[src/rtl/prime_factorizer_spf_sieve_defines.svh]
// ----------------------------------------------------------------------------
// Assertion macros
// Shared concurrent assertion forms for the prime factorizer RTL.
// ----------------------------------------------------------------------------
`ifndef PRIME_FACTORIZER_SPF_SIEVE_DEFINES_SVH
`define PRIME_FACTORIZER_SPF_SIEVE_DEFINES_SVH

// Assertion on an explicit clock and active-low reset.
`define PFS_ASSERT_CLK(lbl, clk, rstn, prop, msg) \
  lbl: assert property (@(posedge clk) disable iff (!rstn) prop) else $error(msg);

// Assertion on the standard clock and reset of the block.
`define PFS_ASSERT(lbl, prop, msg) \
  `PFS_ASSERT_CLK(lbl, clk_i, rst_ni, prop, msg)

`endif

[src/rtl/pfs_pkg.sv]
// ----------------------------------------------------------------------------
// Prime factorizer package
// Sizes, divider constants and the table port bundle shared by all modules.
// ----------------------------------------------------------------------------
package pfs_pkg;

  localparam int MAX_VALUE  = 4096;
  localparam int IDX_W      = $clog2(MAX_VALUE);
  localparam int VAL_W      = 12;
  localparam int PRIME_W    = 12;
  localparam int EXP_W      = 4;
  localparam int SQ_W       = 2 * IDX_W;
  localparam int DIV_RADIX  = 4;
  localparam int DIV_CYCLES = VAL_W / DIV_RADIX;
  localparam int DIV_CNT_W  = $clog2(DIV_CYCLES + 1);

  typedef struct packed {
    logic               we;
    logic [IDX_W-1:0]   waddr;
    logic [PRIME_W-1:0] wdata;
    logic [IDX_W-1:0]   raddr;
  } pfs_ram_req_t;

endpackage

[src/rtl/pfs_div.sv]
// ----------------------------------------------------------------------------
// Iterative divider
// Restoring division that retires several quotient bits per cycle.
// ----------------------------------------------------------------------------
module pfs_div
  import pfs_pkg::*;
(
  input  logic               clk_i,
  input  logic               rst_ni,
  input  logic               start_i,
  input  logic [VAL_W-1:0]   dividend_i,
  input  logic [PRIME_W-1:0] divisor_i,
  output logic               done_o,
  output logic [VAL_W-1:0]   quotient_o
);

  logic [DIV_CNT_W-1:0] cnt_q, cnt_d;
  logic                 done_q, done_d;
  logic [PRIME_W-1:0]   rem_q, rem_d;
  logic [VAL_W-1:0]     quo_q, quo_d;
  logic [PRIME_W-1:0]   div_q, div_d;

  always_comb begin
    logic [PRIME_W:0]   trial;
    logic [PRIME_W-1:0] rem;
    logic [VAL_W-1:0]   quo;
    rem    = rem_q;
    quo    = quo_q;
    trial  = '0;
    cnt_d  = cnt_q;
    done_d = 1'b0;
    div_d  = div_q;
    for (int k = 0; k < DIV_RADIX; k++) begin
      trial = {rem, quo[VAL_W-1]};
      quo   = {quo[VAL_W-2:0], 1'b0};
      if (trial >= {1'b0, div_q}) begin
        trial  = trial - {1'b0, div_q};
        quo[0] = 1'b1;
      end
      rem = trial[PRIME_W-1:0];
    end
    rem_d = rem_q;
    quo_d = quo_q;
    if (start_i) begin
      rem_d = '0;
      quo_d = dividend_i;
      div_d = divisor_i;
      cnt_d = DIV_CNT_W'(DIV_CYCLES);
    end else if (cnt_q != '0) begin
      rem_d  = rem;
      quo_d  = quo;
      cnt_d  = cnt_q - DIV_CNT_W'(1);
      done_d = (cnt_q == DIV_CNT_W'(1));
    end
  end

  assign done_o     = done_q;
  assign quotient_o = quo_q;

  always_ff @(posedge clk_i or negedge rst_ni) begin
    if (!rst_ni) begin
      cnt_q  <= '0;
      done_q <= 1'b0;
    end else begin
      cnt_q  <= cnt_d;
      done_q <= done_d;
    end
  end

  always_ff @(posedge clk_i) begin
    rem_q <= rem_d;
    quo_q <= quo_d;
    div_q <= div_d;
  end

endmodule

[config.mk]
export PLATFORM = sky130hd
export DESIGN_NAME = pfs_div
export DESIGN_NICKNAME = d
export VERILOG_FILES = /design/src/rtl/prime_factorizer_spf_sieve_defines.svh /design/src/rtl/pfs_pkg.sv /design/src/rtl/pfs_div.sv
export SDC_FILE = /design/constraint.sdc
export NUM_CORES = 1
export LEC_CHECK = 0
export BUFFER_PORTS_ARGS = -buffer_cell sky130_fd_sc_hd__buf_2
export CAP_MARGIN = 20
export CORE_ASPECT_RATIO = 0.7
export CORE_MARGIN = 10
export CORE_UTILIZATION = 45
export CTS_BUF_LIST = sky130_fd_sc_hd__clkbuf_8
export CTS_CLUSTER_SIZE = 28
export DETAILED_ROUTE_END_ITERATION = 8
export GPL_ROUTABILITY_DRIVEN = 0
export HOLD_SLACK_MARGIN = 0.06
export PLACE_DENSITY = 0.6
export REMOVE_ABC_BUFFERS = 1
export SETUP_SLACK_MARGIN = 0.15
export SYNTH_ARGS = -nofsm -noshare
export SYNTH_HDL_FRONTEND = slang
export SYNTH_SLANG_ARGS = --single-unit
[constraint.sdc]
create_clock -name clk_i -period 11.8 [get_ports clk_i]
set_clock_uncertainty 0.2 [all_clocks]
set_input_delay 0.59 -clock clk_i [delete_from_list [all_inputs] [get_ports clk_i]]
set_output_delay 0.59 -clock clk_i [all_outputs]
set_load 0.05 [all_outputs]
Word level (Yosys, flattened, before mapping)
Cells that the tools add are included.
{"block": "word_totals", "inputBits": 27, "reg_bits": 39}
{"block": "op_classes", "n_reduce_logical": 2, "add_sub_neg": 5, "magnitude_cmp": 4, "eq_ne": 1, "mux": 14}
{"cell": "two-way mux 12 bit", "n": 6}
{"cell": "greater-or-equal comparator 13 x 12 -> 1 bit", "n": 4}
{"cell": "subtractor 12 bit", "n": 4}
{"cell": "two-way mux 1 bit", "n": 6}
{"cell": "two-way mux 2 bit", "n": 2}
{"cell": "nonzero test 2 bit", "n": 2}
{"cell": "== test 2 x 1 -> 1 bit, second input constant", "n": 1}
{"cell": "subtractor 2 x 1 -> 2 bit, second input constant", "n": 1}

Depth between registers and ports, before layout
{"block": "depth", "depth_word": 10, "ltp_mapped": 41}

Worst setup path before layout
Ideal clock, no wire load.
{"block": "synth_timing", "kind": "register -> register", "from": "reg div_q[1]", "to": "reg quo_q[0] (netlist: quotient_o[0]), data pin", "arrival_ns": 8.484, "setup_ns": 0.268, "stages_incl_launch_ff": 41, "path_slack_ns": 2.848, "required_time_ns": 11.332, "cell_sequence": "edfxtp_1 inv_1 ha_1 nor2b_1 o31a_1 o21ai_0 a21oi_1 nor2_1 clkbuf_1 mux2_2 ha_1 o21a_1 o31ai_1 a2bb2oi_1 o221ai_1 nand2b_1 or3_4 buf_6 [... 5 more ...] a22oi_1 a21oi_1 nand2_1 o2111ai_2 buf_4 mux2i_1 ha_1 nor2b_1 o21ai_0 a21o_1 a21oi_1 o21a_1 o21ai_0 a21oi_1 nor3_1 and2_4 buf_8 mux2i_1"}
{"block": "synth_via", "elab_chain_len": 10}
{"item": "start, declared", "line": "pfs_div.sv:21", "rtl": "logic [PRIME_W-1:0] div_q, div_d;"}
{"item": "start signal, assigned", "line": "pfs_div.sv:73", "rtl": "div_q <= div_d;"}
{"item": "subtractor 12 bit or greater-or-equal comparator 13 x 12 -> 1 bit (tied branches)", "line": "pfs_div.sv:37, pfs_div.sv:36"}
{"item": "two-way mux 12 bit", "line": "pfs_div.sv:36", "rtl": "if (trial >= {1'b0, div_q}) begin"}
{"item": "subtractor 12 bit or greater-or-equal comparator 13 x 12 -> 1 bit (tied branches)", "line": "pfs_div.sv:37, pfs_div.sv:36"}
{"item": "two-way mux 12 bit", "line": "pfs_div.sv:36"}
{"item": "subtractor 12 bit or greater-or-equal comparator 13 x 12 -> 1 bit (tied branches)", "line": "pfs_div.sv:37, pfs_div.sv:36"}
{"item": "two-way mux 12 bit", "line": "pfs_div.sv:36"}
{"item": "greater-or-equal comparator 13 x 12 -> 1 bit *", "line": "pfs_div.sv:36"}
{"item": "two-way mux 1 bit *", "line": "pfs_div.sv:36"}
{"item": "two-way mux 12 bit *", "line": "pfs_div.sv:49", "rtl": "end else if (cnt_q != '0) begin"}
{"item": "two-way mux 12 bit *", "line": "pfs_div.sv:44", "rtl": "if (start_i) begin"}
{"item": "via quo_d[0]", "line": "pfs_div.sv:20", "rtl": "logic [VAL_W-1:0] quo_q, quo_d;"}
{"item": "end signal, assigned", "line": "pfs_div.sv:72", "rtl": "quo_q <= quo_d;"}
{"item": "end, declared", "line": "pfs_div.sv:20"}
Mark *: on every way through the listed nets, which the timed path passes. The rest lies on a longest branch. The select of a mux whose other input is x is not followed.
A chain may end at the register's enable or synchronous reset.

Final worst setup path
Same ends and word-level chain as after synthesis.

==> flow_metrics.tcl <==
set metrics [dict create \
    hold_viol_final 0 \
    h-tree-depth 2 \
    initial_core_util_pct 46.6 \
    stdcell_count 623 \
    postCtsSetupBuffers 0 \
    finalNetCount 579 \
    antenna_found_initial 0 \
    ys_top_cells_by_count "50 x ha_1, 34 x inv_1, 30 x a21oi_1" \
    crit_path_start "div_q[1]" \
    clk_pin_slew_ns 0.09 \
    synthDominantCellAreaShare_pct 16.8 \
    synth_area_per_cell_um2 9.28 \
    grt_max_degree 37 \
    crit_slowest_cell "nor2_1" \
    antenna_cells 0 \
    clkSinkCount 39 \
    dp.cells 613 \
    ys_async_sr_fraction_pct 7.69 \
    rows 29 \
    ant_nets 0 \
    ys_seq_area_share_pct 24.2 \
    drc 0 \
    grt_pass1_vias 3528 \
    critPathCaptureType "register" \
    syn2layout_area_growth_pct 10.4 \
    netlist_area_um2 4280 \
    syn_inst 461 \
    die_y_um 102 \
    tightest_slew_ns 0.830 \
    drt_first_pass_iters 5 \
    cts_buffer_depth 2 \
    period_needed_ns 10.49 \
    multiInputGateArea_um2 3040 \
    fin_crit_sh_pct 88.9 \
    cts_buffers 5 \
    tns_ns 0 \
    drive_above_1_share_pct 20.8 \
    cpMostUsedCell "a21oi_1" \
    synth_flop_cell "edfxtp_1" \
    crit_fanout 16 \
    wl_per_cell_um 19.8 \
    yosysMostFrequentCell "ha_1" \
    die_width_um 137 \
    grt_pass1_wl_mm 19.6 \
    slew_headroom_pct 44.7 \
    synth_area_leaders "edfxtp_1 17%, ha_1 15%, mux2_2 7.4%" \
    cts_resized 0 \
    timing.rr.start "div_q[1]" \
    critPathMaxStageDelay_ns 0.66 \
    crit_type "register to register" \
    synth-edff-count 24 \
    setup_viol 0 \
    grt_overflow_total 0 \
    core_area_um2 9180 \
    drt_wl_total_mm 12.3 \
    cts_tree "built" \
    min_from "divisor_i[4]" \
    routed_via_density 5.94 \
    root_buffer "clkbuf_8" \
    fill_cells 840 \
    cp.required_ns 11.63 \
    synth_cell_types 63 \
    port_buffers 39 \
    maxSlewViolCount 0 \
    cap_violations 0 \
    io_pins 40 \
    dp_hpwl_mm 9.89 \
    detail_route.iter0.violations 325 \
    clock_latency_ns 0.31 \
    dieArea_um2 13900 \
    status "finished clean" \
    cts_hold_buf 1 \
    grt_util_all_layers_pct 18.1 \
    seqCellArea_um2 1040 \
    yosys_warnings 0 \
    synth_seq_cells 39 \
    arrival_ns 10.32 \
    placed_area_um2 4560 \
    vias 3700 \
    design_area_um2 4720 \
    hold_class "primary input to register" \
    fmax_ghz 0.0953 \
    synth_area_leader_cell "edfxtp_1" \
    rsz0062_at_grt "no" \
    cp-start-kind "register" \
]
## layout make-up
class | count | area share (%)
multi-input cells | 376 | 64.4
flip-flops and latches | 39 | 21.9
repair buffers | 42 | 4.66
well taps | 124 | 3.29
inverters | 34 | 2.70
clock inverters | 3 | 1.51
clock buffers | 5 | 1.46
## final timing paths
check	endpoint	slack [ns]	cells past startpoint
worst max register to register	quotient_o[0]	1.31	37
worst max-delay path	quotient_o[0]	1.31	37
min in group asynchronous	done_o	0.38	2
worst min-delay path	div_q[4]	0.25	1
max in group asynchronous	cnt_q[0]	10.91	2
worst min register to register	cnt_q[1]	0.32	1
## critical path, delay by kind of cell (launching register included)
family          cells  cell delay, ns
buf+inv             2            0.55
flops               1            0.42
fa+ha+maj           4            1.35
simple gates       10            2.55
compound gates     18            4.16
mux                 3            0.97
## layer usage
metal	wire, um	up-vias	part of all wire, %	track usage (%)
li1	-	1806	-	-
met1	5960	1745	48	25.6
met2	5240	132	43	27.1
met3	925	17	7.5	4.01
met4	191	0	1.5	4.49
met5	0	-	0	0
## state kept, by name (all words and copies together) (netlist names)
signal and cells:
rem_q 12, quotient_o 12, div_q 12, cnt_q 2
done_o 1
## cell usage in the layout, fill, tap and decap left out, drive strengths merged, types with 17 or more instances in the layout
cell    Yosys  routed
ha         50      50
buf         5      41
mux2       36      36
inv        34      35
a21oi      31      31
nand2      28      28
edfxtp     24      24
xnor2      21      21
o21ai      21      21
nor2       20      20
nand4      17      17
## logic make-up after synthesis
family,Yosys count,share of synthesized area [%]
AOI/OAI and AO/OA,117,20.2
xor gates and xnor gates,32,6.55
adders and majority gates,54,16.5
buffers and inverters,46,4.65
DFF,39,24.2
muxes,41,11.3
and+or+nand+nor,132,16.6
## per-stage QoR
stage | util, % | hold slack (ns) | setup WS (ns)
global placement | 49.7 | 0.188 | 2.15
finish | 51.4 | 0.250 | 1.31
global route | 51.4 | 0.236 | 0.591
floorplan | - | 0.0944 | 2.31
detailed placement | 49.7 | 0.189 | 1.45
CTS | 51.4 | 0.243 | 1.42
Power is left out: the tool's default activity adds up to more than one toggle a clock period on the data nets, which glitch-free logic cannot reach.
