===== src/rtl/prime_factorizer_spf_sieve_defines.svh =====
// ----------------------------------------------------------------------------
// Assertion macros
// Shared concurrent assertion forms for the prime factorizer RTL.
// ----------------------------------------------------------------------------
`ifndef PRIME_FACTORIZER_SPF_SIEVE_DEFINES_SVH
`define PRIME_FACTORIZER_SPF_SIEVE_DEFINES_SVH

// Assertion on an explicit clock and active-low reset.
`define PFS_ASSERT_CLK(lbl, clk, rstn, prop, msg) \
  lbl: assert property (@(posedge clk) disable iff (!rstn) prop) else $error(msg);

// Assertion on the standard clock and reset of the block.
`define PFS_ASSERT(lbl, prop, msg) \
  `PFS_ASSERT_CLK(lbl, clk_i, rst_ni, prop, msg)

`endif


===== src/rtl/pfs_ram.sv =====
// ----------------------------------------------------------------------------
// Generic RAM
// One write port and one read port with registered read data.
// ----------------------------------------------------------------------------
module pfs_ram #(
  parameter int Width = 8,
  parameter int Depth = 16
) (
  input  logic                     clk_i,
  input  logic                     we_i,
  input  logic [$clog2(Depth)-1:0] waddr_i,
  input  logic [Width-1:0]         wdata_i,
  input  logic [$clog2(Depth)-1:0] raddr_i,
  output logic [Width-1:0]         rdata_o
);

  logic [Width-1:0] mem_q [Depth];
  logic [Width-1:0] rdata_q;

  always_ff @(posedge clk_i) begin
    if (we_i) begin
      mem_q[waddr_i] <= wdata_i;
    end
    rdata_q <= mem_q[raddr_i];
  end

  assign rdata_o = rdata_q;

endmodule


===== config.mk =====
export PLATFORM = sky130hd
export DESIGN_NAME = pfs_ram
export DESIGN_NICKNAME = d
export VERILOG_FILES = /design/src/rtl/prime_factorizer_spf_sieve_defines.svh /design/src/rtl/pfs_ram.sv
export SDC_FILE = /design/constraint.sdc
export NUM_CORES = 1
export LEC_CHECK = 0
export BUFFER_PORTS_ARGS = -buffer_cell sky130_fd_sc_hd__clkbuf_2
export CORE_ASPECT_RATIO = 0.8
export CORE_MARGIN = 5
export CORE_UTILIZATION = 65
export CTS_CLUSTER_SIZE = 40
export DETAILED_ROUTE_END_ITERATION = 7
export HOLD_SLACK_MARGIN = 0.15
export PLACE_DENSITY = 0.95
export SLEW_MARGIN = 20
export SYNTH_ARGS = -nofsm -noshare
export SYNTH_HDL_FRONTEND = slang
export SYNTH_SLANG_ARGS = --single-unit

===== constraint.sdc =====
create_clock -name clk_i -period 5.65 [get_ports clk_i]
set_input_delay 1.13 -clock clk_i [delete_from_list [all_inputs] [get_ports clk_i]]
set_output_delay 1.13 -clock clk_i [all_outputs]
set_load 0.01 [all_outputs]

## After elaboration in Yosys (flattened, before gate mapping)

Memories as Yosys holds them, arrays and structs flattened. A register that Yosys moved wholly into a read port is not among the register bits.
Cells that the tools add are included.

- Multiplexer cells: 2

Operators with widths:

| operator | count |
|---|---|
| 1-bit two-way mux | 2 |

- Register bits: 0
- Memory bits (writable): 128
- Input bits: 18
- Memories kept: 1

Memories:

| name | words | bits a word | rd ports | clocked after Yosys merged registers in | wr ports | RTL line | source |
|---|---|---|---|---|---|---|---|
| mem_q | 16 | 8 | 1 | 1 | 1 | pfs_ram.sv:17 | `logic [Width-1:0] mem_q [Depth];` |

## Depth between registers and ports, before layout

Gate-level depths: netlist (run 1).

- Word-level depth: 2
- Mapped depth: 5
- Mapped depth without buffers: 3

## Least setup slack after synthesis (run 1)

OpenSTA, ideal clock, no wires.

- Path type: input -> register
- Start point: in waddr_i[2]
- End point: mem mem_q[0][0] (enable)
- Library setup time: 0.383 ns
- Data arrival time: 2.240 ns
- Slack: 3.027 ns
- Stages on the path: 2
- Cells stage by stage: or3b_2 -> nor3_1

RTL lines:

| element | RTL line | source |
|---|---|---|
| from (decl) | pfs_ram.sv:11 | `input logic [$clog2(Depth)-1:0] waddr_i,` |
| to (decl) | pfs_ram.sv:17 |  |

Straight into the memory's write port.

==> results of run 1 <==
==> cells by family (layout without fill, tap and decap cells) <==
kind of cell           after synthesis  after routing
buffers and inverters               10             60
AND/OR/NAND/NOR                     35             35
AO/OA/AOI/OAI                       16             16
flip-flops                         136            136
multiplexers                        32             32
==> registers in the layout, indices dropped and copies added, names as in the netlist <==
signal   count
mem_q      128
rdata_o      8
==> synthesized netlist by cell type (all sizes together) <==
| cell | number | area, µm² |
|---|---|---|
| a22oi | 16 | 120 |
| nor3 | 4 | 20.0 |
| and2 | 1 | 6.26 |
| clkdlybuf4s25 | 3 | 30.0 |
| mux4 | 32 | 773 |
| nor2 | 13 | 48.8 |
| and2b | 1 | 7.51 |
| buf | 7 | 56.3 |
| nand2b | 2 | 12.5 |
| or3b | 1 | 8.76 |
| nor2b | 1 | 6.26 |
| nand3 | 1 | 5.00 |
| edfxtp | 128 | 3840 |
| dfxtp | 8 | 160 |
| nand3b | 2 | 15.0 |
| nand2 | 9 | 33.8 |
==> stage by stage <==
stage	hold slack (ps)	setup slack [ps]	instance area (µm²)
2_1_floorplan	629	3030	5150
3_3_place_gp	641	2500	5340
3_5_place_dp	661	2450	5350
4_1_cts	676	3010	5910
5_1_grt	707	2940	5910
6_report	669	3110	5910
==> layer usage <==
| layer | track usage | vias up |
|---|---|---|
| met5 | 0 | - |
| met4 | 0.0680 | 0 |
| met3 | 0.0658 | 6 |
| met2 | 0.384 | 143 |
| met1 | 0.324 | 1274 |
| li1 | - | 1049 |
==> worst min-delay path by stage <==
stage                 end         start  cells past startpoint  slack [ps]
2_1_floorplan  rdata_o[0]   mem_q[7][0]                      3         630
3_3_place_gp   rdata_o[1]   mem_q[7][1]                      3         640
3_5_place_dp   rdata_o[2]   mem_q[4][2]                      3         660
4_1_cts        rdata_o[4]  mem_q[14][4]                      3         680
5_1_grt        rdata_o[2]   mem_q[4][2]                      3         710
6_report       rdata_o[4]  mem_q[14][4]                      3         670
==> layout make-up <==
type	count	area, µm²
Tap cell	108	135
Sequential cell	136	4000
Clock inverter	12	133
Multi-Input combinational cell	83	1060
Fill cell	442	1930
Clock buffer	20	425
Timing Repair Buffer	28	148
==> power by group <==
group          total [W]  leakage, nW  switching (W)  internal (W)
Sequential       0.00114         1.22     0.00000895       0.00113
Combinational   0.000100        0.491      0.0000598     0.0000404
Clock            0.00104        0.272       0.000382      0.000662
Total            0.00228         1.99       0.000451       0.00183
==> worst max-delay path, stage by stage <==
cell and delay, ps:
buf_2 750, mux4_1 670, a22oi_1 260, nand2_1 100
==> out/metrics.yaml, run 1 <==
p_leak_nw: 1.99
rrSetupSlack_ps: 4240
synth_area_mm2: 0.00515
clk_latency_ps: 510
die_y_um: 89.6
cts_sinks: 136
max_cap_viol_count: 0
dr.pass1.iters: 5
reg2reg_depth: 3
netlist_instances: 229
overflow: 0
post-route-util: 0.754
synth_compound_area_frac: 0.0233
htreeDepth: 4
ys_seq_elements: 136
ant_nets: 0
yosysWarnings: 0
die_w_um: 109
crit_required_ps: 6040
max_clock_freq_mhz: 394
fin_nets: 284
yosys.area_share.simple: 0.0318
cts.path.max_buffers: 2
drv_slew: 0
grt_max_degree: 33
synth_fa_ha_area_frac: 0
path_class: "input port to register"
grt_pass1_vias: 2529
rsz0062_at_grt: "false"
syn_avg_cell_area_um2: 22.5
hpwlAfterDp_um: 5930
met1Wirelength_um: 4130
endpoint: "rdata_o[0]"
hold_viol: 0
power_density_mw_per_mm2: 386
period_needed_ps: 2540
area_growth_pct: 14.8
worst_slew_pin_slew_ps: 1030
cts_tree: "built"
cts_buffers: 17
synth_top_family_by_area: "multiplexers"
total_power_w: 0.00228
grt.total_usage: 0.237
cp-end-kind: "register"
num_vias: 2472
routabilityCongestion: 0.738
placed_cells: 355
wire_per_inst_um: 26.6
final_common_cell: "edfxtp_1"
fin_tns_setup_ps: 0
synth_cell_types: 19
drc: 0
path_max_fanout: 32
io_pins: 26
setup_violations: 0
initial_core_util: 0.657
clk_pin_slew_ps: 60
final_cells: 387
max-vdd-ir-drop_mv: 0.314
io_buffers: 25
drt_iter0_drc: 219
startpoint: "raddr_i[0]"
grt_pass1_wl_um: 15400
antenna_found_initial: 0
root_buffer: "clkbuf_8"
die-area_mm2: 0.00981
post_cts_resized: 0
start_kind: "input port"
wl_met2_um: 5180
cts_hold_buffers: 0
route.met3.wl_um: 887
status: "completed"
slew-limit-headroom: 0.310
post_cts_buffers: 0
cp.arrival_ps: 2930
via_per_inst: 6.39
worst_hold_path_type: "register to register"
regToRegEndpoint: "rdata_o[0]"
syn-num-nets: 247
drive_above_1_share: 0.262
r2r_start: "mem_q[0][0]"
finalCritPeriodShare: 0.449
muxShareOfSynthArea: 0.150
top_layer: "met4"
num_rows: 29
wirelength_um: 10300
core_mm2: 0.00784
diodes: 0
yosysSeqAreaShare: 0.778
finClkSkew_ps: 9.64
synth_xor_area_frac: 0
final_cell_mix: "128 x edfxtp_1, 24 x clkbuf_2, 18 x mux4_2, 16 x a22oi_1, 16 x clkbuf_16"
Power figures use the tool's default switching activity.
==> inputs of run 2 (changes only) <==
--- a/config.mk
+++ b/config.mk
@@ -8,11 +8,11 @@
 export BUFFER_PORTS_ARGS = -buffer_cell sky130_fd_sc_hd__clkbuf_2
 export CORE_ASPECT_RATIO = 0.8
 export CORE_MARGIN = 5
-export CORE_UTILIZATION = 65
+export CORE_UTILIZATION = 60
 export CTS_CLUSTER_SIZE = 40
 export DETAILED_ROUTE_END_ITERATION = 7
 export HOLD_SLACK_MARGIN = 0.15
-export PLACE_DENSITY = 0.95
+export PLACE_DENSITY = 0.89
 export SLEW_MARGIN = 20
 export SYNTH_ARGS = -nofsm -noshare
 export SYNTH_HDL_FRONTEND = slang
==> constraint.sdc (replaced) <==
create_clock -name clk_i -period 2.5 [get_ports clk_i]
set_input_delay 0.5 -clock clk_i [delete_from_list [all_inputs] [get_ports clk_i]]
set_output_delay 0.5 -clock clk_i [all_outputs]
set_load 0.01 [all_outputs]
==> run 2 against run 1 <==
Effect of this change: clock-buffer cell count is 3 lower; total power is 140% higher; die area is 7.5% higher; non-clock buffer count is 15 higher; clock skew is 2.3 ps lower; worst hold slack worse by 250 ps; final cell count is 4.9% higher; global-route usage is 1.8 points lower; critical path type is now register to output pin.
==> out/metrics.yaml, run 2 (same netlist as run 1, synthesis figures left out) <==
rrSetupSlack_ps: 1080
status: "completed"
path_max_fanout: 1
reg2reg_depth: 3
clk_pin_slew_ps: 60
hpwlAfterDp_um: 5990
setup_violations: 0
drv_slew: 0
cts_sinks: 136
cp.arrival_ps: 1070
crit_slowest_cell: "dfxtp_1"
routabilityCongestion: 0.762
core_mm2: 0.00841
ant_nets: 0
drive_above_1_share: 0.306
area_growth_pct: 18.4
regToRegEndpoint: "rdata_o[2]"
fin_tns_setup_ps: 0
max_cap_viol_count: 0
min_path_cells: 1
antenna_found_initial: 0
cts_tree: "built"
cpLargestDelayFamily: "flip-flops"
dr.pass1.iters: 4
fin_area_mm2: 0.00609
die_y_um: 92.8
clk_latency_ps: 510
diodes: 0
cts.path.max_buffers: 2
die_w_um: 114
post_cts_buffers: 0
num_vias: 2485
power_density_mw_per_mm2: 886
cts_hold_buffers: 0
p_seq_frac: 0.476
whs_endpoint: "mem_q[6][2]"
post_cts_resized: 0
wirelength_um: 10500
worst_hold_path_type: "input port to register"
finClkSkew_ps: 7.29
finalCritPeriodShare: 0.627
drc: 0
htreeDepth: 4
worst_slew_pin_slew_ps: 722
swShare: 0.194
power_frac_clock: 0.480
die-area_mm2: 0.0105
cpPeakStageDelay_ps: 400
multiInputGateArea_mm2: 0.00106
grt_pass1_vias: 2554
path_class: "register to output pin"
via_per_inst: 6.12
final_cell_mix: "128 x edfxtp_1, 25 x clkbuf_2, 18 x mux4_2, 17 x buf_4"
wire_per_inst_um: 25.8
max-vdd-ir-drop_mv: 0.521
final_common_cell: "edfxtp_1"
total_power_w: 0.00540
period_needed_ps: 1570
overflow: 0
root_buffer: "clkbuf_8"
max_clock_freq_mhz: 638
initial_core_util: 0.612
cp_cell_sequence: "clkbuf_2"
cellInternalPower_w: 0.00435
r2r_start: "mem_q[9][2]"
slew-limit-headroom: 0.518
regMostFlops: "mem_q"
min_from: "wdata_i[2]"
pwr-share-comb: 0.044
dpl-instance-area_mm2: 0.00547
largest_reg_flops: 128
cp-end-kind: "output pin"
grt_max_degree: 33
num-fill-cells: 474
grt_pass1_wl_um: 15700
num_rows: 30
rsz0062_at_grt: "false"
hold_viol: 0
drt_iter0_drc: 178
critPathBufInv: 1
power_switching_w: 0.00105
cts_buffers: 17
io_buffers: 25
regArea_mm2: 0.00400
start_kind: "register"
grt.total_usage: 0.219
p_leak_nw: 2.09
io_pins: 26
fin_nets: 299
crit_required_ps: 2000
## run 2: cell count changes in the layout (fill, tap and decap cells not counted)
cell        previous run  this run
buf_2                  1         0
buf_4                  3        17
clkinv_2               4         2
inv_6                  0         1
bufinv_16              3         5
buf_12                 0         1
nor3_1                 3         4
clkbuf_1               3         0
clkinvlp_4             1         3
nor3_2                 1         0
clkbuf_2              24        25
## run 2: power groups by stage
stage / combinational [W] / clock (W) / sequential [W]
global route: 0.000256 / 0.00274 / 0.00258
CTS: 0.000240 / 0.00263 / 0.00257
global placement: 0.000224 / 0 / 0.00261
finish: 0.000236 / 0.00259 / 0.00257
detailed placement: 0.000234 / 0 / 0.00262
floorplan: 0.000129 / 0 / 0.00261
## run 2: how the worst max path moves through the flow
stage                     cells after the start           to  startpoint  slack, ps
after detailed placement                      5   rdata_o[4]  raddr_i[0]        530
final                                         1   rdata_o[4]  rdata_o[4]        930
after global routing                          1   rdata_o[4]  rdata_o[4]        860
after floorplan                               2  mem_q[0][0]  waddr_i[2]        510
after CTS                                     1   rdata_o[4]  rdata_o[4]        880
after global placement                        5   rdata_o[4]  raddr_i[0]        560
## run 2: through the flow
step                worst slack (ps)  hold WS, ps  instances   util
finish                           933          422        406  0.725
global route                     860          416        406  0.725
CTS                              880          392        406  0.725
detailed placement               527          672        374  0.651
global placement                 563          656        374  0.651
floorplan                        507          599        229      -
## run 2: cell type report
class	instances	area share
clock buffer	17	0.0680
clock inverter	15	0.0339
multi-input combinational	83	0.173
sequential	136	0.657
tap	112	0.0230
timing repair buffer	43	0.0448
## run 2: per-layer routing
layer  track usage  vias to the layer above  part of all wire
met5             0                        -                 0
met4        0.0791                        0             0.018
met3        0.0647                       13             0.054
met2         0.344                       97              0.51
met1         0.294                     1294              0.42
li1              -                     1081                 -
## run 2: worst register-to-register path: stages (launching register included)
cell	delay (ps)
edfxtp_1	410
mux4_1	570
a22oi_1	210
nand2_1	100
