===== src/rtl/prime_factorizer_spf_sieve_defines.svh =====
// ----------------------------------------------------------------------------
// Assertion macros
// Shared concurrent assertion forms for the prime factorizer RTL.
// ----------------------------------------------------------------------------
`ifndef PRIME_FACTORIZER_SPF_SIEVE_DEFINES_SVH
`define PRIME_FACTORIZER_SPF_SIEVE_DEFINES_SVH

// Assertion on an explicit clock and active-low reset.
`define PFS_ASSERT_CLK(lbl, clk, rstn, prop, msg) \
  lbl: assert property (@(posedge clk) disable iff (!rstn) prop) else $error(msg);

// Assertion on the standard clock and reset of the block.
`define PFS_ASSERT(lbl, prop, msg) \
  `PFS_ASSERT_CLK(lbl, clk_i, rst_ni, prop, msg)

`endif


===== src/rtl/pfs_pkg.sv =====
// ----------------------------------------------------------------------------
// Prime factorizer package
// Sizes, divider constants and the table port bundle shared by all modules.
// ----------------------------------------------------------------------------
package pfs_pkg;

  localparam int MAX_VALUE  = 4096;
  localparam int IDX_W      = $clog2(MAX_VALUE);
  localparam int VAL_W      = 12;
  localparam int PRIME_W    = 12;
  localparam int EXP_W      = 4;
  localparam int SQ_W       = 2 * IDX_W;
  localparam int DIV_RADIX  = 4;
  localparam int DIV_CYCLES = VAL_W / DIV_RADIX;
  localparam int DIV_CNT_W  = $clog2(DIV_CYCLES + 1);

  typedef struct packed {
    logic               we;
    logic [IDX_W-1:0]   waddr;
    logic [PRIME_W-1:0] wdata;
    logic [IDX_W-1:0]   raddr;
  } pfs_ram_req_t;

endpackage


===== src/rtl/pfs_sieve.sv =====
// ----------------------------------------------------------------------------
// Sieve filler
// Clears the factor table, then marks odd and even composites with their
// smallest prime. Entries left at zero for values two and up are primes.
// ----------------------------------------------------------------------------
module pfs_sieve
  import pfs_pkg::*;
(
  input  logic               clk_i,
  input  logic               rst_ni,
  input  logic [PRIME_W-1:0] rdata_i,
  output pfs_ram_req_t       req_o,
  output logic               done_o
);

  typedef enum logic [5:0] {
    SV_CLEAR  = 6'b000001,
    SV_CHK_RD = 6'b000010,
    SV_CHK_WT = 6'b000100,
    SV_MARK   = 6'b001000,
    SV_DRAIN  = 6'b010000,
    SV_DONE   = 6'b100000
  } sv_state_e;

  sv_state_e        state_q, state_d;
  logic [IDX_W-1:0] clr_q, clr_d;
  logic [IDX_W-1:0] i_q, i_d;
  logic [IDX_W:0]   j_q, j_d;
  logic             pend_q, pend_d;
  logic [IDX_W-1:0] pend_addr_q, pend_addr_d;
  logic [SQ_W-1:0]  sq;
  logic [IDX_W:0]   j_next;

  assign sq     = SQ_W'(i_q) * SQ_W'(i_q);
  assign j_next = j_q + {1'b0, i_q};

  always_comb begin
    state_d     = state_q;
    clr_d       = clr_q;
    i_d         = i_q;
    j_d         = j_q;
    pend_d      = 1'b0;
    pend_addr_d = pend_addr_q;
    req_o.raddr = i_q;
    case (state_q)
      SV_CLEAR: begin
        clr_d = clr_q + IDX_W'(1);
        if (clr_q == IDX_W'(MAX_VALUE - 1)) begin
          state_d = SV_CHK_RD;
        end
      end
      SV_CHK_RD: begin
        if (sq >= SQ_W'(MAX_VALUE)) begin
          state_d = SV_DONE;
        end else begin
          state_d = SV_CHK_WT;
        end
      end
      SV_CHK_WT: begin
        if (rdata_i == '0) begin
          j_d     = (IDX_W + 1)'(sq);
          state_d = SV_MARK;
        end else begin
          i_d     = i_q + IDX_W'(1);
          state_d = SV_CHK_RD;
        end
      end
      SV_MARK: begin
        req_o.raddr = j_q[IDX_W-1:0];
        pend_d      = 1'b1;
        pend_addr_d = j_q[IDX_W-1:0];
        j_d         = j_next;
        if (j_next >= (IDX_W + 1)'(MAX_VALUE)) begin
          state_d = SV_DRAIN;
        end
      end
      SV_DRAIN: begin
        i_d     = i_q + IDX_W'(1);
        state_d = SV_CHK_RD;
      end
      SV_DONE: begin
        state_d = SV_DONE;
      end
      default: begin
        state_d = SV_CLEAR;
      end
    endcase

    if (state_q == SV_CLEAR) begin
      req_o.we    = 1'b1;
      req_o.waddr = clr_q;
      req_o.wdata = '0;
    end else begin
      req_o.we    = pend_q && (rdata_i == '0);
      req_o.waddr = pend_addr_q;
      req_o.wdata = PRIME_W'(i_q);
    end
  end

  assign done_o = (state_q == SV_DONE);

  always_ff @(posedge clk_i or negedge rst_ni) begin
    if (!rst_ni) begin
      state_q <= SV_CLEAR;
      clr_q   <= '0;
      i_q     <= IDX_W'(2);
      pend_q  <= 1'b0;
    end else begin
      state_q <= state_d;
      clr_q   <= clr_d;
      i_q     <= i_d;
      pend_q  <= pend_d;
    end
  end

  always_ff @(posedge clk_i) begin
    j_q         <= j_d;
    pend_addr_q <= pend_addr_d;
  end

endmodule


===== config.mk =====
export PLATFORM = sky130hd
export DESIGN_NAME = pfs_sieve
export DESIGN_NICKNAME = d
export VERILOG_FILES = /design/src/rtl/prime_factorizer_spf_sieve_defines.svh /design/src/rtl/pfs_pkg.sv /design/src/rtl/pfs_sieve.sv
export SDC_FILE = /design/constraint.sdc
export NUM_CORES = 1
export LEC_CHECK = 0
export BUFFER_PORTS_ARGS = -buffer_cell sky130_fd_sc_hd__buf_2
export CORE_MARGIN = 2
export CORE_UTILIZATION = 55
export DETAILED_ROUTE_END_ITERATION = 10
export GPL_TIMING_DRIVEN = 0
export PLACE_DENSITY = 0.86
export SKIP_LAST_GASP = 1
export SLEW_MARGIN = 20
export SYNTH_ARGS = -nofsm -noshare
export SYNTH_HDL_FRONTEND = slang
export SYNTH_SLANG_ARGS = --single-unit

===== constraint.sdc =====
create_clock -name clk_i -period 8.1 [get_ports clk_i]
set_clock_uncertainty 0.05 [all_clocks]
set_input_delay 1.62 -clock clk_i [delete_from_list [all_inputs] [get_ports clk_i]]
set_output_delay 1.62 -clock clk_i [all_outputs]
set_load 0.03 [all_outputs]

; ---- Word-level counts from Yosys, hierarchy flattened
; Index checks and enable logic that the tools add are counted.
[totals]
register_bits = 56
wordCells = 42
output_inout_bits = 38
[op_classes]
n_eq_ne = 11
n_addsub = 3
reduce_logical = 7
multipliers = 1
n_mux = 12
magnitude_cmp = 2
[ops]
columns = cell, count
row1 = one-hot mux 6 bit (6 select lines), 1
row2 = one-hot mux 13 bit (2 select lines), 1
row3 = 2-to-1 mux 25 bit, 1
row4 = adder 12 x 1 -> 12 bit (second input constant), 2
row5 = greater-or-equal comparator 24 x 13 -> 1 bit (second input constant), 1
row6 = multiplier 12 x 12 -> 24 bit, 1
row7 = 2-to-1 mux 12 bit, 2
row8 = one-hot mux 12 bit (2 select lines), 1
row9 = 2-to-1 mux 6 bit, 3
row10 = adder 13 x 12 -> 13 bit, 1
row11 = greater-or-equal comparator 13 bit (second input constant), 1
row12 = 2-to-1 mux 13 bit, 1
row13 = equality test 12 bit (second input constant), 1
row14 = zero test 12 bit, 1
row15 = != test 2 bit (second input constant), 4
row16 = equality test 6 x 1 -> 1 bit (second input constant), 1
row17 = equality test 6 x 2 -> 1 bit (second input constant), 1
row18 = equality test 6 x 3 -> 1 bit (second input constant), 1
row19 = equality test 6 x 4 -> 1 bit (second input constant), 1
row20 = equality test 6 x 5 -> 1 bit (second input constant), 1
row21 = equality test 6 bit (second input constant), 1
row22 = AND reduction 2 bit, 3
row23 = 2-to-1 mux 4 bit, 1
row24 = nonzero test 2 bit, 2
row25 = other kinds (2), 2

; ---- Longest topological paths before layout
; Gate-level depths: netlist of run 1.
[logic_depth]
word_depth = 4
depth_mapped = 23
mapped_depth_nobuf = 22

; ---- Worst setup path after synthesis of run 1
; No wires, ideal clock.
[synth_timing]
path_type = reg-to-reg
startpoint = reg i_q[1]
endpoint = reg state_q[5]
synth_period_minus_slack_ps = 5642
stages_incl_launch_ff = 21
t_required_ps = 7926
arrival_time_ps = 5467
setup_slack_ps = 2458
cell_sequence = dfstp_2 clkbuf_1 and2_1 inv_1 fa_1 inv_1 fa_1 fa_1 fa_1 inv_1 fa_1 inv_1 ha_1 a21o_1 a21oi_1 o21bai_1 o21a_1 o211a_1 a2111oi_2 nand4_1 nor3b_2
[synth_via]
elab_chain_cells = 4
word_cells_on_any_way = 8
[synth_lines]
columns = item, line
row1 = "start, declared", pfs_sieve.sv:27  ; logic [IDX_W-1:0] i_q, i_d;
row2 = "start signal, assigned", pfs_sieve.sv:111  ; i_q <= i_d;
row3 = multiplier 12 x 12 -> 24 bit / adder 13 x 12 -> 13 bit (equally long branches), "pfs_sieve.sv:34, pfs_sieve.sv:35"
row4 = greater-or-equal comparator 24 x 13 -> 1 bit / greater-or-equal comparator 13 bit (equally long branches), "pfs_sieve.sv:53, pfs_sieve.sv:73"
row5 = 2-to-1 mux 6 bit / != test 2 bit (equally long branches), -
row6 = one-hot mux 6 bit (6 select lines) / AND reduction 2 bit (equally long branches), -
row7 = "end signal, assigned", pfs_sieve.sv:109  ; state_q <= state_d;
row8 = "end, declared", pfs_sieve.sv:25  ; sv_state_e state_q, state_d;
; Several ways; a longest one is shown, not always the timed one.
; A chain may end at the register's enable or synchronous reset.

; ---- Worst setup path in the final report of run 1
; Ends and elaborated chain as after synthesis.

==> results of run 1 <==
-- cell usage after synthesis, drive strengths merged, types with 2 or more instances --
library cell and count:
and3 6, nand3 9, inv 157, a211oi 4, nor3b 4, o21ai 25
o31ai 3, a31oi 4, fa 83, a21oi 33, mux2i 2, o21bai 5
nor2 31, or3 2, nand2 136, clkbuf 23, and2 46, xnor2 36
ha 72, nor4 5, o21a 5, dfrtp 29, o211ai 4, nor3 13
edfxtp 25, mux2 2, buf 2, xor2 16, o31a 3, nand2b 4
or2 2, nand4 6, dfstp 2, nor2b 6, a21o 10
-- worst max-delay path: cells and delay by family (launching register included) --
family / cells / cell delay (ns)
fa+ha+maj: 6 / 2.98
compound gates: 6 / 1.36
buf+inv: 5 / 0.79
simple gates: 3 / 0.70
flops: 1 / 0.65
-- path summary, 6_finish.rpt --
check,end,slack [ns],depth (start not counted)
max,state_q[5]$_DFFE_PN0P_,1.44,20
min,clr_q[6]$_DFFE_PN0P_,0.45,1
max reg2reg,state_q[5]$_DFFE_PN0P_,1.44,20
min reg2reg,clr_q[6]$_DFFE_PN0P_,0.45,1
max in group asynchronous,clr_q[8]$_DFFE_PN0P_,6.19,1
min in group asynchronous,i_q[3]$_DFFE_PN0P_,1.32,1
-- layout by cell type (no fill, tap or decap), drive strengths merged, types with 2 or more instances in the layout --
master / n
dfstp: 2
nor3b: 4
dfrtp: 29
o21a: 5
mux2: 2
o31ai: 3
nor2: 31
o21ai: 25
edfxtp: 25
clkbuf: 29
nor2b: 6
nand3: 9
or2: 2
and2: 46
clkinv: 2
a21oi: 33
mux2i: 2
o31a: 3
nand4: 6
inv: 158
a31oi: 4
and3: 6
or3: 2
xor2: 16
fa: 83
nor4: 5
xnor2: 36
nand2: 136
a211oi: 4
o211ai: 4
nand2b: 4
ha: 72
buf: 52
o21bai: 5
nor3: 13
a21o: 10
-- per-layer routing --
metal | wire (um) | part of all wire (%)
met1 | 6781 | 40
met2 | 8688 | 51
met3 | 1235 | 7.2
met4 | 439 | 2.6
met5 | 0 | 0
-- per-stage QoR --
stage                     setup slack (ns)  hold slack (ns)  cells  utilization [%]  total power, uW
after floorplan                      2.458           0.4042    827                -            300.8
after global placement               1.627           0.4274   1050            60.52            307.0
after detailed placement             1.546           0.4316   1050            60.52            307.1
after CTS                            1.519           0.4442   1058            61.68            521.8
after global routing                 1.163           0.4658   1058            61.69            534.8
final                                1.439           0.4452   1058            61.69            523.7
-- power breakdown --
| part | internal [uW] | switching, uW | total (uW) | leakage [uW] |
|---|---|---|---|---|
| clock network | 116 | 107 | 223 | 0.0000742 |
| logic | 2.35 | 4.00 | 6.35 | 0.00345 |
| registers | 295 | 0 | 295 | 0.000587 |
-- registers in the layout, indices dropped and copies added, names as in the netlist --
signal,count
i_q,12
clr_q,12
state_q,6
pend_addr_q,12
pend_q,1
j_q,13
-- cells by family (layout without fill, tap and decap cells) --
| logic type | after synthesis | after routing | share of synthesized area [%] |
|---|---|---|---|
| buffers and inverters | 182 | 241 | 9.450 |
| AOI/OAI and AO/OA | 106 | 106 | 9.467 |
| muxes | 4 | 4 | 0.5884 |
| adders and majority gates | 155 | 155 | 35.44 |
| xor gates and xnor gates | 52 | 52 | 6.300 |
| DFF | 56 | 56 | 21.15 |
| and+or+nand+nor | 272 | 272 | 17.60 |
-- area by class of cell --
cell class	instances	area (um2)
flip-flops and latches	56	1529
well taps	172	215.2
plain buffers	25	95.09
clock inverters	3	22.52
repair buffers	51	255.2
inverters	157	589.3
clock buffers	5	125.1
multi-input cells	589	5017
fillers	1075	4873
==> impl_metrics.env, run 1 <==
export IMPL_status="complete, no violations"
export IMPL_root_buffer="clkbuf_16"
export IMPL_fmax_ghz=0.1501
export IMPL_worstMarginPinSlew_ns=0.7913
export IMPL_yosysSeqAreaShare_pct=21.15
export IMPL_yosysTopAreaCell="fa_1"
export IMPL_initial_core_util_pct=56.83
export IMPL_vias=5898
export IMPL_crit_top_cell="fa_1"
export IMPL_finalWirelength_um=17150
export IMPL_ys_seq_elements=56
export IMPL_clk_insertion_delay_late_ns=0.30
export IMPL_antenna_cells=0
export IMPL_setup_worst_path_start_class="register"
export IMPL_postCtsHoldBufs=0
export IMPL_cts_tree="done"
export IMPL_p_per_area_nw_per_um2=66.73
export IMPL_met2_usage_pct=44.47
export IMPL_hold_class="register to register"
export IMPL_cp_startpoint="i_q[1]$_DFFE_PN1P_"
export IMPL_overflow=0
export IMPL_die_area_um2=14080
export IMPL_critPathMaxStageDelay_ns=0.65
export IMPL_grt_met3_usage_pct=2.558
export IMPL_grt_pass1_wl_um=28820
export IMPL_finalInstanceArea_um2=7849
export IMPL_port_buffers=51
export IMPL_numClockSinks=56
export IMPL_drv_cap=0
export IMPL_finalCriticalPeriod_ns=6.661
export IMPL_place_congestion=0.9442
export IMPL_path_clk_slew_ns=0.08
export IMPL_dpl_instance_area_um2=7700
export IMPL_synth_flop_cell="dfrtp_1"
export IMPL_grt_max_degree=32
export IMPL_relSlewSlack_pct=47.25
export IMPL_synth_area_top_cells="fa_1, ha_1, edfxtp_1"
export IMPL_hpwlAfterDp_um=13470
export IMPL_path_cells="clkbuf_1, and2_1, inv_1, fa_1, inv_1, fa_1, fa_1, fa_1, inv_1, fa_1, inv_1, ha_1, a21o_1, a21oi_1, o21bai_1, o21a_1, o211a_1, a2111oi_2, nand4_1, nor3b_2"
export IMPL_post_route_period_util_pct=82.24
export IMPL_tns_ns=0
export IMPL_synth_distinct_cells=54
export IMPL_rows=41
export IMPL_pin_count=52
export IMPL_area_growth_pct=8.567
export IMPL_die_height_um=118.7
export IMPL_grt_pass1_vias=5936
export IMPL_drv_slew=0
export IMPL_drtIter0Drc=489
export IMPL_hold_start="clr_q[6]$_DFFE_PN0P_"
export IMPL_synth_edf_count=25
export IMPL_synth_avg_cell_area_um2=8.742
export IMPL_async_flop_share_pct=55.36
export IMPL_power_leakage_uw=0.004111
export IMPL_die_x_um=118.7
export IMPL_cts_buffers=5
export IMPL_crit_slowest_cell="dfstp_2"
export IMPL_rsz0062_at_grt="no"
export IMPL_r2r_start="i_q[1]$_DFFE_PN1P_"
export IMPL_required_ns=8.23
export IMPL_syn_num_nets=996
export IMPL_critPathMaxFanout=10
export IMPL_ys_warn_count=0
export IMPL_drtAntennaViolNets=0
export IMPL_hold_viol=0
export IMPL_fin_nets=1054
export IMPL_critPathCaptureType="register"
export IMPL_cts_resized=0
export IMPL_grt_antenna_before_repair=0
export IMPL_layout_drive_gt1_share_pct=8.465
export IMPL_cts_buffer_depth=2
export IMPL_post_drt_wl_per_cell_um=16.21
export IMPL_core_area_um2=12720
export IMPL_synth_top_cell_area_share_pct=22.98
export IMPL_grtUsageTotal_pct=25.52
export IMPL_postCtsSetupRepairBufs=0
export IMPL_setup_viol=0
export IMPL_syn_area_um2=7229
export IMPL_viasPerCell=5.575
export IMPL_criticalPathCategory="register to register"
export IMPL_worstPathArrival_ns=6.79
export IMPL_ir_drop_mv=0.07767
export IMPL_first_pass_iters=5
export IMPL_htreeDepth=2
export IMPL_busiest_layer="met2"
export IMPL_drc=0
export IMPL_synthCells=827
export IMPL_grt_util_met1_pct=33.41
Note: power is estimated with default switching activity, not from simulation.
==> inputs of run 2 (changes only) <==
--- a/config.mk
+++ b/config.mk
@@ -10,7 +10,7 @@
 export CORE_UTILIZATION = 55
 export DETAILED_ROUTE_END_ITERATION = 10
 export GPL_TIMING_DRIVEN = 0
-export PLACE_DENSITY = 0.86
+export PLACE_DENSITY = 0.89
 export SKIP_LAST_GASP = 1
 export SLEW_MARGIN = 20
 export SYNTH_ARGS = -nofsm -noshare
==> constraint.sdc (replaced) <==
create_clock -name clk_i -period 5.5 [get_ports clk_i]
set_clock_uncertainty 0.05 [all_clocks]
set_input_delay 1.1 -clock clk_i [delete_from_list [all_inputs] [get_ports clk_i]]
set_output_delay 1.1 -clock clk_i [all_outputs]
set_load 0.03 [all_outputs]
==> run 2 against run 1 <==
The run now ends with setup timing left. Hold slack better by 0.0048 ns. First-iteration DRC count is 53% higher. Sequential share of layout area shrank 1.9 points. Power grew 45%. Combinational power up 48%. Routed wire length rose by 28%. Clock power increased by 42%. Critical path depth stayed put. Die area unchanged. Count of clock-buffer cells in the layout unchanged. Sequential power increased by 47%. Global-route usage up 3.7 points. Largest cell class unchanged. Largest power group unchanged.
==> impl_metrics.env, run 2 (same netlist as run 1, synthesis figures left out) <==
export IMPL_met2_usage_pct=50.43
export IMPL_drtAntennaViolNets=0
export IMPL_port_buffers=51
export IMPL_setup_slack_ns=-0.1414
export IMPL_grt_pass1_vias=6536
export IMPL_cts_tree="done"
export IMPL_relSlewSlack_pct=24.95
export IMPL_drv_cap=0
export IMPL_drv_slew=0
export IMPL_largest_reg_flops=13
export IMPL_overflow=0
export IMPL_rows=41
export IMPL_layout_drive_gt1_share_pct=22.56
export IMPL_htreeDepth=2
export IMPL_critPathCaptureType="register"
export IMPL_viasPerCell=5.914
export IMPL_initial_core_util_pct=56.83
export IMPL_grt_pass1_wl_um=32540
export IMPL_antenna_cells=0
export IMPL_crit_slowest_cell="fa_1"
export IMPL_grt_max_degree=32
export IMPL_path_cells="clkbuf_16, and2_4, ha_1, xor2_1, fa_1, inv_1, ha_1, fa_1, inv_1, fa_1, inv_1, ha_4, a21oi_4, o211ai_2, and4_4, o21a_1, o211a_1, a2111oi_4, nand4_1, nor3b_2"
export IMPL_grt_util_met1_pct=35.84
export IMPL_ir_drop_mv=0.1204
export IMPL_setup_viol=2
export IMPL_fmax_ghz=0.1773
export IMPL_tns_ns=-0.2239
export IMPL_rsz0062_at_grt="yes"
export IMPL_busiest_layer="met2"
export IMPL_grt_antenna_before_repair=0
export IMPL_final_cell_mix="inv_1, nand2_1, fa_1"
export IMPL_whs_ns=0.4500
export IMPL_critPathMaxFanout=5
export IMPL_p_per_area_nw_per_um2=86.44
export IMPL_criticalPathCategory="register to register"
export IMPL_layout_commonest_cell="inv_1"
export IMPL_place_congestion=0.9478
export IMPL_vias=6600
export IMPL_postCtsHoldBufs=0
export IMPL_post_route_period_util_pct=102.6
export IMPL_dp_slack_ns=-0.9550
export IMPL_grtUsageTotal_pct=29.25
export IMPL_critPathMaxStageDelay_ns=0.55
export IMPL_drtIter0Drc=747
export IMPL_finalWirelength_um=21960
export IMPL_drc=0
export IMPL_area_growth_pct=21.62
export IMPL_power_total_uw=760.0
export IMPL_worstPathArrival_ns=5.78
export IMPL_required_ns=5.63
export IMPL_clk_insertion_delay_late_ns=0.29
export IMPL_grt_met3_usage_pct=4.295
export IMPL_cts_buffers=5
export IMPL_multi_input_area_um2=5308
export IMPL_path_clk_slew_ns=0.07
export IMPL_first_pass_iters=7
export IMPL_worstMarginPinSlew_ns=1.126
export IMPL_hold_viol=0
export IMPL_setup_worst_path_start_class="register"
export IMPL_fin_nets=1112
export IMPL_largest_register="j_q"
export IMPL_status="finished with violations"
export IMPL_cts_buffer_depth=2
export IMPL_post_drt_wl_per_cell_um=19.68
export IMPL_die_x_um=118.7
export IMPL_hpwlAfterDp_um=13520
export IMPL_pin_count=52
export IMPL_core_area_um2=12720
export IMPL_root_buffer="clkbuf_16"
export IMPL_die_area_um2=14080
export IMPL_violations="setup timing"
export IMPL_seq_area_um2=1541
export IMPL_numClockSinks=56
export IMPL_n_fill_cell=858
export IMPL_hold_class="register to register"
export IMPL_die_height_um=118.7
export IMPL_finalCriticalPeriod_ns=5.641
export IMPL_power_leakage_uw=0.004506
run 2: critical path, delay by kind of cell, from the launching register on:
kind	cells	cell delay [ns]
AO/OA/AOI/OAI	5	1.13
adder cells (fa/ha/maj)	6	2.50
flip-flops	1	0.43
XOR/XNOR	1	0.20
buffers and inverters	4	0.36
AND/OR/NAND/NOR	4	0.82
run 2: final timing paths:
path	start	endpoint	slack [ns]	cells after the start
min in group asynchronous	rst_ni	i_q[2]$_DFFE_PN0P_	0.82	1
min reg2reg	j_q[2]$_DFFE_PP_	pend_addr_q[2]$_DFFE_PP_	0.45	0
max in group asynchronous	rst_ni	i_q[10]$_DFFE_PN0P_	4.05	1
max	i_q[3]$_DFFE_PN0P_	state_q[5]$_DFFE_PN0P_	-0.14	20
max reg2reg	i_q[3]$_DFFE_PN0P_	state_q[5]$_DFFE_PN0P_	-0.14	20
min	j_q[2]$_DFFE_PP_	pend_addr_q[2]$_DFFE_PP_	0.45	0
run 2: power breakdown:
| group | switching, uW | total, uW | internal [uW] |
|---|---|---|---|
| clock | 149 | 317 | 167 |
| sequential | 0 | 434 | 434 |
| combinational | 5.93 | 9.38 | 3.45 |
run 2: layout make-up:
cell class                      count  area share, %
Buffer                             24          2.818
Clock buffer                        5          1.423
Clock inverter                      3         0.2135
Inverter                          157          6.788
Multi-Input combinational cell    589          60.37
Sequential cell                    56          17.53
Tap cell                          172          2.448
Timing Repair Buffer              110          8.410
run 2: timing repair:
action / in CTS / in global routing
gates cloned: 0 / 2
resized for setup: 86 / 33
pin swaps: 36 / 39
endpoints found under the setup margin: 3 / 3
setup buffers: 36 / 21
endpoints found under the hold margin: 0 / 0
run 2: layer usage:
metal | up-vias | share of wire [%]
li1 | 2848 | -
met1 | 3160 | 35
met2 | 450 | 50
met3 | 142 | 8.5
met4 | 0 | 6.6
met5 | - | 0
run 2: stage by stage:
step,cells,util (%),cell area (um2)
after floorplan,827,-,7252
after global placement,1050,60.70,7722
after detailed placement,1050,60.70,7722
after CTS,1093,66.72,8488
after global routing,1116,69.11,8792
final,1116,69.11,8792
